[src/rtl/core/order_statistic_multiset_assert.svh]
// Assertion macros for the order-statistic multiset RTL.
// Included by modules that check their own logic; no other dependencies.
`ifndef ORDER_STATISTIC_MULTISET_ASSERT_SVH
`define ORDER_STATISTIC_MULTISET_ASSERT_SVH

`ifndef SYNTHESIS
// Check a property on every clock edge outside reset.
`define OSM_ASSERT(lbl, prop, msg) \
  lbl: assert property (@(posedge clk) disable iff (rst) (prop)) else $error(msg);
// Check that a condition holds in the cycle after a trigger.
`define OSM_ASSERT_NEXT(lbl, trig, cons, msg) \
  lbl: assert property (@(posedge clk) disable iff (rst) (trig) |=> (cons)) else $error(msg);
`else
`define OSM_ASSERT(lbl, prop, msg)
`define OSM_ASSERT_NEXT(lbl, trig, cons, msg)
`endif

`endif

[src/rtl/core/osm_pkg.sv]
// Shared types, codes and elaboration helpers for the order-statistic multiset.
// No dependencies; imported by every module of the block.
package osm_pkg;

  localparam int KEY_W        = 32;
  localparam int RANK_W       = 9;
  localparam int DEF_CAPACITY = 256;
  localparam int TREE_FANIN   = 16;

  typedef enum logic {
    KIND_INSERT = 1'b0,
    KIND_QUERY  = 1'b1
  } kind_t;

  typedef enum logic [1:0] {
    STAT_INSERTED     = 2'd0,
    STAT_ANSWERED     = 2'd1,
    STAT_OUT_OF_RANGE = 2'd2,
    STAT_FULL         = 2'd3
  } status_t;

  typedef enum logic [1:0] {
    S_IDLE,
    S_WAIT,
    S_DONE
  } state_t;

  // What one cell hands to the next cell up the row
  typedef struct packed {
    logic                    gt;
    logic signed [KEY_W-1:0] key;
  } link_t;

  // Width of the selected cell index: covers both the rank port and the count
  function automatic int sel_width(int capacity);
    int cw;
    cw = $clog2(capacity + 1);
    return (RANK_W > cw) ? RANK_W : cw;
  endfunction

  // Number of nodes at a level of the selection tree (level 0 is the cells)
  function automatic int tree_nodes(int n, int lvl);
    int m;
    m = n;
    for (int i = 0; i < lvl; i++) begin
      m = (m + TREE_FANIN - 1) / TREE_FANIN;
    end
    return m;
  endfunction

  // Number of registered levels needed to reduce n cells to one node
  function automatic int tree_levels(int n);
    int m;
    int l;
    m = n;
    l = 0;
    for (int i = 0; i < 16; i++) begin
      if (m > 1) begin
        m = (m + TREE_FANIN - 1) / TREE_FANIN;
        l = l + 1;
      end
    end
    return (l < 1) ? 1 : l;
  endfunction

  // Offset of a registered level in the flat node store (level 1 starts at 0)
  function automatic int tree_offset(int n, int lvl);
    int s;
    s = 0;
    for (int k = 1; k < lvl; k++) begin
      s = s + tree_nodes(n, k);
    end
    return s;
  endfunction

endpackage

[src/rtl/core/osm_cell.sv]
// One sorting cell of the key row: holds one key and shifts on insert.
// Depends on osm_pkg for the key width and the neighbor link type.
module osm_cell import osm_pkg::*; #(
  parameter int CAPACITY = DEF_CAPACITY,
  parameter int IDX      = 0
) (
  input  logic                              clk,
  input  logic                              ins,
  input  logic signed [KEY_W-1:0]           new_key,
  input  logic [$clog2(CAPACITY+1)-1:0]     count,
  input  link_t                             prev,
  output link_t                             link
);

  localparam int CW = $clog2(CAPACITY + 1);

  logic signed [KEY_W-1:0] key;
  logic                    occ;
  logic                    first_free;
  logic                    gt;

  // Occupancy follows from the fill count; the row stays sorted ascending
  assign occ        = count > CW'(IDX);
  assign first_free = count == CW'(IDX);
  assign gt         = occ && (key > new_key);

  // Shift up when the lower neighbor moves, or take the new key at its slot
  always_ff @(posedge clk) begin
    if (ins) begin
      if (prev.gt) begin
        key <= prev.key;
      end else if (gt || first_free) begin
        key <= new_key;
      end
    end
  end

  assign link.gt  = gt;
  assign link.key = key;

endmodule

[config.mk]
export PLATFORM = sky130hd
export DESIGN_NAME = osm_cell
export DESIGN_NICKNAME = d
export VERILOG_FILES = /design/src/rtl/core/order_statistic_multiset_assert.svh /design/src/rtl/core/osm_pkg.sv /design/src/rtl/core/osm_cell.sv
export SDC_FILE = /design/constraint.sdc
export NUM_CORES = 1
export LEC_CHECK = 0
export BUFFER_PORTS_ARGS = -buffer_cell sky130_fd_sc_hd__buf_4
export CORE_MARGIN = 1
export CORE_UTILIZATION = 46
export DETAILED_ROUTE_END_ITERATION = 10
export HOLD_SLACK_MARGIN = 0.05
export PLACE_DENSITY = 0.91
export SYNTH_ARGS = -nofsm -noshare
export SYNTH_HDL_FRONTEND = slang
export SYNTH_SLANG_ARGS = --single-unit
[constraint.sdc]
create_clock -name clk -period 4.65 [get_ports clk]
set_input_delay 0.93 -clock clk [delete_from_list [all_inputs] [get_ports clk]]
set_output_delay 0.93 -clock clk [all_outputs]
set_load 0.03 [all_outputs]
==> qor.yml, run 1 <==
final_layout:
  top_register: "key"
  layout-drive-gt1-share: 0.3491
  num_antenna_cells: 0
  n_fill_cell: 335
  syn2layout_area_growth_pct: 44.53
  nets: 445
  fin_util: 0.7038
  largest_register_ffs: 32
  reg_top3: "key x32"
  seq_area_sq_um: 960.9
  multiInputGateArea_sq_um: 1035
global_route:
  grt_max_degree: 65
  antenna_found_initial: 0
  grt_overflow: 0
  grt_pass1_wl_mm: 9.039
  grt_pass1_vias: 2083
  grt_usage: 0.2302
die:
  io_pins: 109
  core-area_sq_um: 4414
  dieArea_sq_um: 4951
  die_h_um: 70.36
  dieWidth_um: 70.36
  fp-row-count: 24
  initial_utilization: 0.4870
routing:
  drt-initial-drc-count: 119
  viasPerCell: 5.262
  vias: 2052
  dr.pass1.iters: 5
  final_antenna_net_count: 0
  route.detailed.drc: 0
  routedWlPerCell_um: 14.26
  wirelength_mm: 5.562
cts:
  htree_levels: 2
  cts_setup_buffers: 0
  root_buffer: "clkbuf_8"
  clock_path_buffers: 2
  cts_buffers: 5
  post_cts_resized: 0
  clkLatencyLatePin_ns: 0.28
  cts_sinks: 32
  path_clk_slew_ns: 0.07
  cts_tree: "built"
  cts_hold_buf: 0
placement:
  io_buffers: 108
  hpwl_mm: 4.391
  place.gp.congestion: 0.8136
sta:
  skew_ns: 0.008140
  max_freq_mhz: 252.8
  tns_ns: 0
  slew-limit-headroom: 0.6079
  min_period_over_period: 0.8507
  slew_viol_final: 0
  fin_crit_ns: 3.956
  rsz0062_at_grt: "false"
  hold_viol_final: 0
  setup_viol: 0
  tightest_slew_ns: 0.5828
logic_synthesis:
  synth-seq-cells: 32
  ys_top_cells_by_area: "edfxtp_1 45%, ha_1 19%, o21ai_0 8.4%"
  synth_top_cell_by_area: "edfxtp_1"
  yosysUniqueCellTypes: 26
  syn-mean-instance-area_sq_um: 9.387
  syn_inst: 229
  synth_top_cell_area_share: 0.4470
  synth-warning-count: 0
  ys_seq_area_frac: 0.4470
  syn_area_sq_um: 2150
  syn_nets: 337
critical_path:
  cpPeakStageDelay_ns: 0.46
  worst_setup_path_end_kind: "output pin"
  start_kind: "input port"
  crit_path_frequent_cell: "buf_4"
  cp_slowest_cell: "or4_1"
  critPathKind: "input port to output pin"
  path_cells: "buf_4 -> inv_1 -> ha_1 -> nand4_1 -> nor2_1 -> a221o_1 -> a211o_1 -> or4_1 -> o21ai_0 -> buf_4"
  worstPathArrival_ns: 3.03
  worstPathMaxFanout: 6
  worstPathRequired_ns: 3.72
pwr:
  p_seq_frac: 0.392
  clkPwrFrac: 0.257
  switchingPower_uw: 333.9
  p_per_area_nw_per_um2: 326.9
  p_int_uw: 681.9
  pwr-share-comb: 0.351
  p_leak_uw: 0.001534
  total_power_uw: 1016
  max-vdd-ir-drop_uv: 200.9
  p_sw_frac: 0.3287
outcome:
  status: "completed"
flow_run:
  cap_violations: 0
hold_path:
  min_path_type: "input port to flop"
final timing paths:
kind	from	to	slack [ns]	cells past startpoint
hold / removal	prev[25]	key[25]$_DFFE_PP_	0.93	3
setup / recovery	new_key[31]	link[32]	0.69	10
setup reg to reg	key[31]$_DFFE_PP_	key[1]$_DFFE_PP_	1.57	8
hold reg to reg	key[31]$_DFFE_PP_	key[6]$_DFFE_PP_	1.30	5
kinds of logic after synthesis:
| group | synth area share |
|---|---|
| buffers and inverters | 0.07160 |
| DFF | 0.4470 |
| muxes | 0.005238 |
| and+or+nand+nor | 0.1438 |
| AOI/OAI and AO/OA | 0.1461 |
| adders and majority gates | 0.1863 |
layout by cell type (no fill, tap or decap), types with 2 or more instances in the layout:
| master | netlist | final |
|---|---|---|
| a21o_1 | 2 | 2 |
| a21oi_1 | 13 | 13 |
| a221o_1 | 2 | 2 |
| buf_4 | 1 | 109 |
| clkbuf_8 | 0 | 5 |
| edfxtp_1 | 32 | 32 |
| ha_1 | 32 | 32 |
| inv_1 | 32 | 32 |
| nand2_1 | 40 | 40 |
| nand3_1 | 4 | 4 |
| nand4_1 | 9 | 9 |
| nor2_1 | 4 | 4 |
| nor4_1 | 4 | 4 |
| o21ai_0 | 36 | 36 |
per-stage QoR:
stage | instance area, sq um | setup WS (ns) | cells | hold slack [ns]
2_1_floorplan | 2150 | 0.9329 | 229 | 1.117
5_1_grt | 3107 | 0.5700 | 390 | 0.9260
3_5_place_dp | 2999 | 0.6911 | 382 | 1.214
4_1_cts | 3107 | 0.6886 | 390 | 0.9262
6_report | 3107 | 0.6941 | 390 | 0.9270
3_3_place_gp | 2999 | 0.7780 | 382 | 1.205
worst max-delay path: cells and delay by family:
family                   cells  cell delay, ns
AND/OR/NAND/NOR              3            0.72
AO/OA/AOI/OAI                3            0.71
adder cells (fa/ha/maj)      1            0.35
buffers and inverters        3            0.31
power by group through the flow:
stage	logic [uW]	clock network (uW)	registers, uW
after global placement	345	0	401
after global routing	390	278	402
after detailed placement	355	0	404
after CTS	359	263	398
after floorplan	133	0	478
final	356	261	398
area by class of cell:
cell class | count | area share
inverters | 32 | 0.03866
well taps | 52 | 0.02094
multi-input cells | 157 | 0.3331
clock inverters | 2 | 0.01128
clock buffers | 6 | 0.02336
flip-flops and latches | 32 | 0.3093
repair buffers | 109 | 0.2634
metal layers:
layer / track usage / wire length, um / vias to the layer above
met1: 0.2731 / 2257 / 939
met3: 0.03030 / 253 / 9
met5: 0 / 0 / -
met4: 0.07778 / 66 / 0
li1: - / - / 1033
met2: 0.4222 / 2984 / 71
synth_stat cells (all sizes together):
cell      n
o21ai    36
nand3b    1
nand2    40
nand4     9
o211ai    1
a21oi    13
mux2      1
buf       2
nor3      1
a211o     1
and3      1
ha       32
inv      32
nor2b     1
or4       1
nand3     4
or3b      1
clkbuf    6
a221o     2
a21o      2
nor4      4
edfxtp   32
nor2      4
o31a      1
a2111oi   1
Note: power is estimated with default switching activity, not from simulation.
==> run 2: changes to the inputs <==
--- a/config.mk
+++ b/config.mk
@@ -5,12 +5,14 @@
 export SDC_FILE = /design/constraint.sdc
 export NUM_CORES = 1
 export LEC_CHECK = 0
+export ABC_AREA = 1
 export BUFFER_PORTS_ARGS = -buffer_cell sky130_fd_sc_hd__buf_4
 export CORE_MARGIN = 1
 export CORE_UTILIZATION = 46
 export DETAILED_ROUTE_END_ITERATION = 10
 export HOLD_SLACK_MARGIN = 0.05
-export PLACE_DENSITY = 0.91
+export PLACE_DENSITY = 0.9
+export SLEW_MARGIN = 0
 export SYNTH_ARGS = -nofsm -noshare
 export SYNTH_HDL_FRONTEND = slang
 export SYNTH_SLANG_ARGS = --single-unit
==> qor.yml, run 2 <==
cts:
  clock_path_buffers: 2  # unchanged
  post_cts_resized: 0  # unchanged
  clkLatencyLatePin_ns: 0.27  # about the same
  cts_buffers: 5  # unchanged
  path_clk_slew_ns: 0.07  # about the same
  cts_sinks: 32  # unchanged
  htree_levels: 2  # unchanged
  cts_setup_buffers: 0  # unchanged
  cts_tree: "built"
  cts_hold_buf: 0  # unchanged
  root_buffer: "clkbuf_8"
final_layout:
  num_antenna_cells: 0  # unchanged
  mostFrequentLayoutCell: "buf_4"
  nets: 472  # +6.1%
  fin_util: 0.7005  # -0.003295
  syn2layout_area_growth_pct: 42.09
  largest_register_ffs: 32  # unchanged
  layout_common_cells: "108 x buf_4, 70 x nand2_1, 41 x inv_1"
  layout-drive-gt1-share: 0.3288  # -0.02035
  fin_cells: 417  # +6.9%
  reg_top3: "key x32"
  top_register: "key"
  n_fill_cell: 374  # +12%
sta:
  min_period_over_period: 0.7244  # -0.1263
  slew-limit-headroom: 0.3003  # -0.3076
  hold_viol_final: 0  # unchanged
  max_freq_mhz: 296.9  # +17%
  tns_ns: 0  # unchanged
  fin_crit_ns: 3.368  # -0.5875 ns
  tightest_slew_ns: 1.047  # +0.4644 ns
  rsz0062_at_grt: "false"
  setup_viol: 0  # unchanged
  skew_ns: 0.003907  # -0.004233 ns
  slew_viol_final: 0  # unchanged
global_route:
  grt_usage: 0.2124  # -0.01778
  grt_max_degree: 65  # unchanged
  grt_pass1_wl_mm: 8.576  # -5.1%
  antenna_found_initial: 0  # unchanged
  grt_pass1_vias: 2089  # +0.29%
  grt_overflow: 0  # unchanged
logic_synthesis:
  synth-edff-count: 32  # unchanged
  ys_top_cells_by_area: "edfxtp_1 44%, ha_1 18%, nand2_1 12%"
  synth_top_cell_by_area: "edfxtp_1"
  synthMuxAreaShare: 0.005105  # -0.0001337
  ys_seq_area_frac: 0.4356  # -0.01141
  synthAdderAreaFrac: 0.1815  # -0.004754
  synth_compound_area_frac: 0.1208  # -0.02528
  synth-seq-cells: 32  # unchanged
  synth-simple-area-share: 0.1696  # +0.02583
  syn_inst: 257  # +12%
  synth-warning-count: 0  # unchanged
  netlist_top_cells_count: "70 x nand2_1, 41 x inv_1, 33 x o21ai_0"
  synthArstFlopShare: 0  # unchanged
  syn-mean-instance-area_sq_um: 8.583  # -8.6%
  syn_area_sq_um: 2206  # +2.6%
  ys.flop_type: "edfxtp_1"
  syn_nets: 365  # +8.3%
  synth_top_family_by_area: "adder cells"
  yosysUniqueCellTypes: 23  # -12%
  synth_top_cell_area_share: 0.4356  # -0.01141
  synth-xor-area-share: 0  # unchanged
  yosysMostFrequentCell: "nand2_1"
placement:
  io_buffers: 108  # unchanged
  dp_cells: 409  # +7.1%
  hpwl_mm: 4.191  # -4.6%
  place.gp.congestion: 0.7484  # -8.0%
routing:
  dr.pass1.iters: 7  # +2
  met3_length_um: 353  # +40%
  viasPerCell: 5.005  # -4.9%
  routedWlPerCell_um: 12.68  # -11%
  top_layer: "met4"
  met2_length_mm: 2.729  # -8.5%
  wirelength_mm: 5.286  # -5.0%
  met1_length_mm: 2.144  # -5.0%
  route.detailed.drc: 9  # +9
  drt-initial-drc-count: 118  # -0.84%
  vias: 2087  # +1.7%
  final_antenna_net_count: 0  # unchanged
critical_path:
  start_kind: "input port"
  critPathTopFamily: "compound AO/OA/AOI/OAI gates"
  cpPeakStageDelay_ns: 0.34  # -0.12 ns
  worstPathRequired_ns: 3.72  # about the same
  path_buf_inv: 3  # unchanged
  critPathKind: "input port to output pin"
  worstPathMaxFanout: 4  # -2
  crit_path_frequent_cell: "nand2_1"
  path_cells: "buf_4 -> inv_1 -> ha_1 -> a21oi_1 -> o21a_1 -> nand2_1 -> a21oi_1 -> nand2_1 -> nand2_1 -> nand3_2 -> nor2_1 -> buf_4"
  worstPathArrival_ns: 2.44  # -0.59 ns
  cp_slowest_cell: "ha_1"
  worst_setup_path_end_kind: "output pin"
die:
  dieWidth_um: 71.25  # +1.3%
  io_pins: 109  # unchanged
  core-area_sq_um: 4474  # +1.4%
  initial_utilization: 0.4930  # +0.006048
  fp-row-count: 24  # unchanged
  dieArea_sq_um: 5077  # +2.5%
  die_h_um: 71.25  # +1.3%
pwr:
  p_per_area_nw_per_um2: 271.9  # -17%
  max-vdd-ir-drop_uv: 169.0  # -16%
  p_leak_uw: 0.001623  # +5.7%
outcome:
  status: "complete, but fails checks"
  violations: "design-rule violations"
hold_path:
  min_path_type: "input port to flop"
flow_run:
  cap_violations: 0  # unchanged
## run 2: cell count changes after synthesis, moves of 3 or more
cell	before	now
o21ai_0	36	33
nand4_1	9	1
inv_1	32	41
nand2_1	40	70
nor2_1	4	11
## run 2: cell type report
| type | count | area, sq um | share of cell area |
|---|---|---|---|
| multi-input combinational | 175 | 1060 | 0.3381 |
| sequential | 32 | 960.9 | 0.3066 |
| inverter | 42 | 157.7 | 0.05030 |
| clock inverter | 1 | 3.754 | 0.001198 |
| tap | 52 | 65.06 | 0.02076 |
| clock buffer | 7 | 76.32 | 0.02435 |
| timing repair buffer | 108 | 810.8 | 0.2587 |
## run 2: path summary, 6_finish.rpt
path	start	end	slack (ns)	depth (start not counted)
max reg2reg	key[31]$_DFFE_PP_	key[9]$_DFFE_PP_	1.90	9
min	prev[19]	key[19]$_DFFE_PP_	0.93	3
max	new_key[31]	link[32]	1.28	12
min reg2reg	key[31]$_DFFE_PP_	key[3]$_DFFE_PP_	1.24	4
## run 2: per-layer routing
layer / vias to the layer above / global-route usage
met4: 0 / 0.06000
met5: - / 0
met3: 9 / 0.05063
met1: 931 / 0.2468
met2: 80 / 0.3894
li1: 1067 / -
## run 2: cell families (layout without fill, tap and decap cells)
| kind of cell | after synthesis | in the layout |
|---|---|---|
| AO/OA/AOI/OAI | 51 | 51 |
| adder cells (fa/ha/maj) | 32 | 32 |
| buffers and inverters | 50 | 158 |
| flip-flops | 32 | 32 |
| multiplexers | 1 | 1 |
| AND/OR/NAND/NOR | 91 | 91 |
## run 2: power by group
group | internal, uW | switching [uW]
logic | 120 | 158
registers | 354 | 14.6
clock network | 104 | 101
total | 579 | 274
## run 2: per-stage QoR
step	setup WS [ns]	hold WS [ns]	total power, uW	instance area, sq um
after floorplan	1.351	1.117	536.8	2206
after global placement	1.290	1.191	644.6	3054
after detailed placement	1.245	1.212	655.1	3054
after CTS	1.283	0.9299	857.3	3134
after global routing	1.073	0.9325	897.2	3134
final	1.282	0.9345	852.3	3134
## run 2: worst reg2reg max path: stages, from the launching register on
cell	delay, ns
edfxtp_1	0.40
ha_1	0.34
a21oi_1	0.17
o21a_1	0.14
nand2_1	0.07
a21oi_1	0.16
nand2_1	0.08
nand2_1	0.07
nand3_2	0.10
a21oi_4	0.84
